File: src/hw/rtl/wsld_pkg.sv
package wsld_pkg;

  localparam int WINDOW      = 60;
  localparam int MIN_SAMPLES = 10;

  localparam int FILL_W = $clog2(WINDOW + 1);
  localparam int SLOT_W = $clog2(WINDOW);

  localparam int UW     = 36;
  localparam int GW     = 37;
  localparam int RW     = 63;
  localparam int SV_W   = 42;
  localparam int SW_W   = 48;
  localparam int MAG_W  = 53;
  localparam int SX_W   = 11;
  localparam int DD_W   = 21;
  localparam int IV_W   = 27;
  localparam int WP_W   = 7;
  localparam int LIM_W  = 32;
  localparam int DEN_W  = 48;
  localparam int K_W    = 24;
  localparam int PROD_W = 77;
  localparam int LO_W   = 27;
  localparam int WARN_W = UW + WP_W;
  localparam int CNT_W  = $clog2(PROD_W);

  localparam int CFG_IDX_W  = 3;
  localparam int CFG_DATA_W = 32;

  localparam logic [CFG_IDX_W-1:0] CFG_INTERVAL = 3'd0;
  localparam logic [CFG_IDX_W-1:0] CFG_WARN     = 3'd1;
  localparam logic [CFG_IDX_W-1:0] CFG_LIMIT    = 3'd2;
  localparam logic [CFG_IDX_W-1:0] CFG_LOW_FREE = 3'd3;
  localparam logic [CFG_IDX_W-1:0] CFG_ENABLE   = 3'd4;

  localparam logic [IV_W-1:0]  RST_INTERVAL = 27'd5000;
  localparam logic [WP_W-1:0]  RST_WARN     = 7'd75;
  localparam logic [LIM_W-1:0] RST_LIMIT    = 32'd1024;
  localparam logic [LIM_W-1:0] RST_LOW_FREE = 32'd524288;

  // 60000 ms per minute times 256 for the fraction bits.
  localparam logic [K_W-1:0]    RATE_K       = 24'd15360000;
  localparam logic [RW-1:0]     RATE_MAX     = 63'h3FFF_FFFF_FFFF_FFFF;
  localparam logic [PROD_W-1:0] RATE_MIN_MAG = PROD_W'(64'h4000_0000_0000_0000);

  typedef struct packed {
    logic load;
    logic rd;
    logic upd;
    logic ma;
    logic mb;
    logic mc;
    logic mk0;
    logic mk1;
    logic div_step;
    logic fin;
  } cmd_t;

  typedef struct packed {
    logic few;
  } stat_t;

  // Sum of positions 0..n-1.
  function automatic logic [SX_W-1:0] sx_of(input logic [FILL_W-1:0] n);
    logic [31:0] t;
    t = (32'(n) * (32'(n) - 32'd1)) >> 1;
    return SX_W'(t);
  endfunction

  // Least-squares denominator n*n*(n*n-1)/12, looked up from a table of
  // constants over every possible fill.
  function automatic logic [DD_W-1:0] dd_of(input logic [FILL_W-1:0] n);
    logic [63:0] t;
    t = '0;
    for (int i = 0; i <= WINDOW; i++) begin
      if (n == FILL_W'(i)) begin
        t = (64'(i) * 64'(i) * (64'(i) * 64'(i) - 64'd1)) / 64'd12;
      end
    end
    return DD_W'(t);
  endfunction

endpackage

File: src/hw/rtl/wsld_ctrl.sv
module wsld_ctrl
  import wsld_pkg::*;
(
  input  logic  clk,
  input  logic  rst_n,
  input  logic  in_valid,
  output logic  in_stall,
  input  logic  in_action,
  output logic  out_valid,
  input  logic  out_stall,
  input  stat_t stat,
  output cmd_t  cmd
);

  typedef enum logic [9:0] {
    S_IDLE = 10'b00_0000_0001,
    S_RD   = 10'b00_0000_0010,
    S_UPD  = 10'b00_0000_0100,
    S_MA   = 10'b00_0000_1000,
    S_MB   = 10'b00_0001_0000,
    S_MC   = 10'b00_0010_0000,
    S_MK0  = 10'b00_0100_0000,
    S_MK1  = 10'b00_1000_0000,
    S_DIV  = 10'b01_0000_0000,
    S_FIN  = 10'b10_0000_0000
  } state_t;

  state_t           state_r, state_nxt;
  logic [CNT_W-1:0] cnt_r, cnt_nxt;
  logic             out_valid_r, out_valid_nxt;

  assign in_stall  = (state_r != S_IDLE);
  assign out_valid = out_valid_r;

  always_comb begin
    state_nxt = state_r;
    cnt_nxt   = cnt_r;
    cmd       = '0;
    unique case (state_r)
      S_IDLE: begin
        if (in_valid) begin
          cmd.load  = 1'b1;
          state_nxt = in_action ? S_FIN : S_RD;
        end
      end
      S_RD: begin
        cmd.rd    = 1'b1;
        state_nxt = S_UPD;
      end
      S_UPD: begin
        cmd.upd   = 1'b1;
        state_nxt = S_MA;
      end
      S_MA: begin
        cmd.ma    = 1'b1;
        state_nxt = stat.few ? S_FIN : S_MB;
      end
      S_MB: begin
        cmd.mb    = 1'b1;
        state_nxt = S_MC;
      end
      S_MC: begin
        cmd.mc    = 1'b1;
        state_nxt = S_MK0;
      end
      S_MK0: begin
        cmd.mk0   = 1'b1;
        state_nxt = S_MK1;
      end
      S_MK1: begin
        cmd.mk1   = 1'b1;
        cnt_nxt   = '0;
        state_nxt = S_DIV;
      end
      S_DIV: begin
        cmd.div_step = 1'b1;
        cnt_nxt      = cnt_r + CNT_W'(1);
        if (cnt_r == CNT_W'(PROD_W - 1)) begin
          state_nxt = S_FIN;
        end
      end
      S_FIN: begin
        if (!out_valid_r || !out_stall) begin
          cmd.fin   = 1'b1;
          state_nxt = S_IDLE;
        end
      end
      default: state_nxt = S_IDLE;
    endcase
  end

  always_comb begin
    out_valid_nxt = out_valid_r;
    if (cmd.fin) begin
      out_valid_nxt = 1'b1;
    end else if (out_valid_r && !out_stall) begin
      out_valid_nxt = 1'b0;
    end
  end

  always_ff @(posedge clk) begin
    if (!rst_n) begin
      state_r     <= S_IDLE;
      cnt_r       <= '0;
      out_valid_r <= 1'b0;
    end else begin
      state_r     <= state_nxt;
      cnt_r       <= cnt_nxt;
      out_valid_r <= out_valid_nxt;
    end
  end

  a_accept_leaves_idle: assert property (@(posedge clk) disable iff (!rst_n)
    (in_valid && !in_stall) |=> (state_r != S_IDLE))
    else $error("accepted request did not start work");

  a_valid_rises_from_fin: assert property (@(posedge clk) disable iff (!rst_n)
    $rose(out_valid_r) |-> $past(state_r == S_FIN))
    else $error("result appeared outside the finish step");

  a_div_count_bound: assert property (@(posedge clk) disable iff (!rst_n)
    (state_r == S_DIV) |-> (cnt_r < CNT_W'(PROD_W)))
    else $error("divider ran past its last step");

endmodule

File: config.mk
export PLATFORM = sky130hd
export DESIGN_NAME = wsld_ctrl
export DESIGN_NICKNAME = d
export VERILOG_FILES = /design/src/hw/rtl/wsld_pkg.sv /design/src/hw/rtl/wsld_ctrl.sv
export SDC_FILE = /design/constraint.sdc
export NUM_CORES = 1
export LEC_CHECK = 0
export BUFFER_PORTS_ARGS = -buffer_cell sky130_fd_sc_hd__buf_2
export CELL_PAD_IN_SITES_DETAIL_PLACEMENT = 0
export CELL_PAD_IN_SITES_GLOBAL_PLACEMENT = 1
export CORE_MARGIN = 1
export CORE_UTILIZATION = 40
export CTS_CLUSTER_DIAMETER = 30
export CTS_CLUSTER_SIZE = 24
export DETAILED_ROUTE_END_ITERATION = 6
export PLACE_DENSITY = 0.72
export SLEW_MARGIN = 0
export SYNTH_ARGS = -nofsm -noshare
export SYNTH_HDL_FRONTEND = slang
export SYNTH_SLANG_ARGS = --single-unit
File: constraint.sdc
create_clock -name clk -period 2.15 [get_ports clk]
set_input_delay 0.1075 -clock clk [delete_from_list [all_inputs] [get_ports clk]]
set_output_delay 0.1075 -clock clk [all_outputs]
set_load 0.01 [all_outputs]
* Word level (Yosys, flattened, before mapping)
Index checks and enable logic that the tools add are counted.
Operators by class: magnitude comparators 0, $add $sub $neg 1, reduce and logical (&&, ||, !) cells 7, divide/modulo/power cells 0, bitwise operators 0, shift-type cells 0, multiplexer cells 21, equality and inequality tests 15, multipliers 0
Operators with widths (count):
- one-hot mux 10 bit (10 select lines) | 1
- 2-to-1 mux 10 bit | 5
- 2-to-1 mux 1 bit | 14
- one-hot mux 7 bit (2 select lines) | 1
- equality test 10 x 1 -> 1 bit (second input constant) | 1
- equality test 10 bit (second input constant) | 1
- equality test 10 x 2 -> 1 bit (second input constant) | 1
- equality test 10 x 3 -> 1 bit (second input constant) | 1
- equality test 10 x 4 -> 1 bit (second input constant) | 1
- equality test 10 x 5 -> 1 bit (second input constant) | 1
- equality test 10 x 6 -> 1 bit (second input constant) | 1
- equality test 10 x 7 -> 1 bit (second input constant) | 1
- equality test 10 x 8 -> 1 bit (second input constant) | 1
- equality test 10 x 9 -> 1 bit (second input constant) | 1
- inequality test 10 x 1 -> 1 bit (second input constant) | 1
- adder 7 x 1 -> 7 bit (second input constant) | 1
- equality test 7 bit (second input constant) | 1
- inequality test 2 bit (second input constant) | 3
- nonzero test 2 bit | 2
- AND reduction 3 bit | 1
- logical NOT 1 bit | 2
- logical AND 1 bit | 1
- logical OR 1 bit | 1
Storage, ports and cells: input port bits 6, bits in read-only memories 0, RAM bits 0, latch bits 0, memories kept 0, register bits 18, logic and storage cells 47, output and inout port bits 12

* Longest topological paths before layout
word-level depth 5, mapped depth 6, mapped depth without buffers 6

* Worst setup path after synthesis
No wires, ideal clock.
path type reg2reg, start reg state_r[2], end reg state_r[6], library setup time 0.061 ns, clock period less this slack 1.585 ns, setup slack 0.565 ns, arrival 1.524 ns, cell stages (with the launch flop) 5, path buffers 0, data required time 2.089 ns, cell sequence dfxtp_1 nor3_4 nand2_1 nor4_1 and3b_1
On the way: word-level cells in the longest chain between the ends 3, elaborated cells between the ends (all ways) 15, classes of those cells eq/ne: 13; mux: 1; reduce/logical: 1
Ends and longest elaborated chain:
- start: declaration | line wsld_ctrl.sv:28 | state_t state_r, state_nxt;
- start signal: assignment | line wsld_ctrl.sv:107 | state_r <= state_nxt;
- equality test 10 bit, or another cell as far along | line wsld_ctrl.sv:39 | unique case (state_r)
- inequality test 2 bit (no source line)
- AND reduction 3 bit (no source line)
Several ways; a longest one is shown, not always the timed one. A chain may end at the register's enable or synchronous reset.

==> run_results.csv <==
group,metric,value,unit
status,status,"complete, no violations",
synth,ys_warn_count,0,
timing,hold_viol,0,
timing,drv_slew,0,
synth,yosysSeqAreaShare,31.4,%
routing,drc,0,
clock_tree,cts_tree,"yes",
routing,wirelength,2600,um
routing,first_pass_iters,4,
synth,synthArstFlopShare,0,%
timing,hold_ws,0.0488,ns
synth,synth_top_cell_area_share,31.4,%
routing,vias_per_cell,5.77,
place,postPlaceCellArea,1260,um^2
place,gp_congestion,0.834,
synth,syn-num-nets,143,
setup_path,worstPathRequired,2.04,ns
power,total_power,671,uW
synth,ys_top_cells_by_area,"dfxtp_1, nor3b_1, and3_1, nand2_1, nand3_1",
timing,period_needed,1.84,ns
timing,worst_pin_slew,0.509,ns
place,place_ws,0.436,ns
power,p_leak,0.538,nW
floorplan,rows,19,
place,portBuffers,17,
timing,rsz0062_at_grt,"false",
grt,grt_pass1_vias,985,
cells_and_area,syn_to_final_growth,12.4,%
clock_tree,clockBufferDepth,2,
worst_hold_path,hp-class,"input pin to flop",
power,vdd_drop_max,281,uV
synth,netlist_area,1150,um^2
run,cap_violations,0,
cells_and_area,drive_above_1_share,20.3,%
grt,grt_pass1_wl,4640,um
setup_path,start_kind,"flop",
clock_tree,insertion_delay,0.28,ns
timing,fin_crit_sh,85.5,%
clock_tree,numCtsBuffers,3,
setup_path,endpoint_kind,"primary output",
routing,routed.top_layer,"met4",
synth,syn_avg_cell_area,8.49,um^2
timing,fin_skew,0.00577,ns
cells_and_area,num-nets-final,163,
synth,synth_largest_area_cell,"dfxtp_1",
synth,ys_ff_latch,18,
place,dp_hpwl,2020,um
cells_and_area,multi_input_area,742,um^2
clock_tree,cts-htree-levels,1,
synth,synth_ff_type,"dfxtp_1",
floorplan,dieHeight,55.5,um
routing,wire_per_inst,14.1,um
synth,synthDistinctLibCells,46,
cells_and_area,ff_latch_area,360,um^2
routing,met3_length,124,um
synth,synth.area.mux_share,0,%
synth,synth_top_family_by_area,"simple AND/OR/NAND/NOR gates",
timing,setup_tns,0,ns
cells_and_area,diodes,0,
setup_path,arrival,1.73,ns
clock_tree,clkTransAtPathRegs,0.09,ns
power,p_per_area,521,nW/um^2
floorplan,die-area,3080,um^2
grt,grt_use_total,19.0,%
place,placedCellCount,180,
grt,grt_start_max_net_pins,16,
synth,synth_cells,135,
grt,antenna_found_initial,0,
synth,yosys.area_share.simple,44.5,%
floorplan,die_x,55.5,um
floorplan,pin_count,18,
cells_and_area,fin_util,47.1,%
floorplan,core,2730,um^2
routing,drt_iter0_drc,30,
synth,synth_compound_area_share,16.5,%
routing,via_count,1062,
clock_tree,hold_buffers,1,
clock_tree,clock_sinks,18,
cells_and_area,stdcell_count,184,
grt,grt-ovfl-total,0,
timing,setup_ws,0.312,ns
timing,slew_headroom,65.7,%
routing,wl_met2,1080,um
synth,synth_xor_xnor_area_share,1.53,%
floorplan,floorplan.initialDensity,41.9,%
clock_tree,cts_resized,0,
cells_and_area,layout.filler_cells,270,
routing,ant_nets,0,
timing,setup_violations,0,
setup_path,path_max_fanout,7,
setup_path,crit_type,"flop to primary output",
clock_tree,cts_root_buf,"clkbuf_4",
timing,timing.fmax,544,MHz
cells_and_area,design_area,1290,um^2
synth,yosys.area_share.adder,2.18,%
synth,synth-edff-count,0,
routing,wl_met1,1370,um
clock_tree,postCtsSetupBuffers,0,
-- registers in the layout (all words and copies together) (netlist names) --
name       flops
out_valid      1
state_r       10
cnt_r          7
-- placed cells by master (no fill, tap or decap), drive strengths merged, types with 3 or more instances in the layout --
| cell | n |
|---|---|
| a21oi | 6 |
| and3 | 6 |
| and3b | 3 |
| buf | 18 |
| clkbuf | 3 |
| dfxtp | 18 |
| inv | 6 |
| nand2 | 10 |
| nand2b | 3 |
| nand3 | 7 |
| nand3b | 4 |
| nand4 | 4 |
| nor2 | 8 |
| nor3 | 5 |
| nor3b | 6 |
| nor4b | 3 |
| o211ai | 3 |
| o21ai | 6 |
| or2 | 4 |
| or3 | 4 |
-- final timing paths --
kind                                  from    endpoint  slack (ns)  depth (start not counted)
worst max-delay path            state_r[7]      cmd[8]        0.31                          4
worst min-delay path             in_action  state_r[1]        0.05                          2
worst max register to register  state_r[0]  state_r[7]        0.41                          4
worst min register to register    cnt_r[5]    cnt_r[5]        0.50                          2
-- cell usage after synthesis, types with 2 or more instances --
cell type,number
or3_1,4
o21ai_0,6
and3b_1,3
nor4b_1,2
a21oi_1,6
buf_2,2
a31oi_1,2
nor2_1,8
nand4_1,3
inv_1,6
o211ai_1,3
nand3_1,7
and2_1,2
nand2_1,10
or2_1,2
xor2_1,2
or2_2,2
nand3b_1,4
and3_1,6
ha_1,2
dfxtp_1,18
nor3_1,3
nor3b_1,6
nor2b_1,2
nand2b_1,3
-- kinds of logic (layout without fill, tap and decap cells) --
group | count (synthesis) | after routing
AO/OA/AOI/OAI | 26 | 26
XOR/XNOR | 2 | 2
adder cells (fa/ha/maj) | 2 | 2
buffers and inverters | 10 | 28
flip-flops | 18 | 18
AND/OR/NAND/NOR | 77 | 77
-- report_power, final --
part / switching (mW) / total, mW / internal (mW)
logic: 0.0844 / 0.150 / 0.0652
registers: 0.0177 / 0.359 / 0.342
clock network: 0.0970 / 0.162 / 0.0650
total: 0.199 / 0.671 / 0.472
-- critical path: stages (launching register included) --
cell     delay, ns
dfxtp_1       0.38
nor3_2        0.40
and2_1        0.29
and4b_1       0.24
buf_2         0.14
-- per-layer routing --
layer	GRT usage, %	up-vias
li1	-	543
met1	27.8	490
met2	27.9	27
met3	3.04	2
met4	7.50	0
met5	0	-
-- cell type report --
type                    instances  share of cell area (%)
multi-input cells             107                    57.6
clock buffers                   3                    1.75
inverters                       6                    1.75
well taps                      31                    3.01
repair buffers                 19                    7.96
flip-flops and latches         18                    28.0
(Power assumes the default switching activity.)
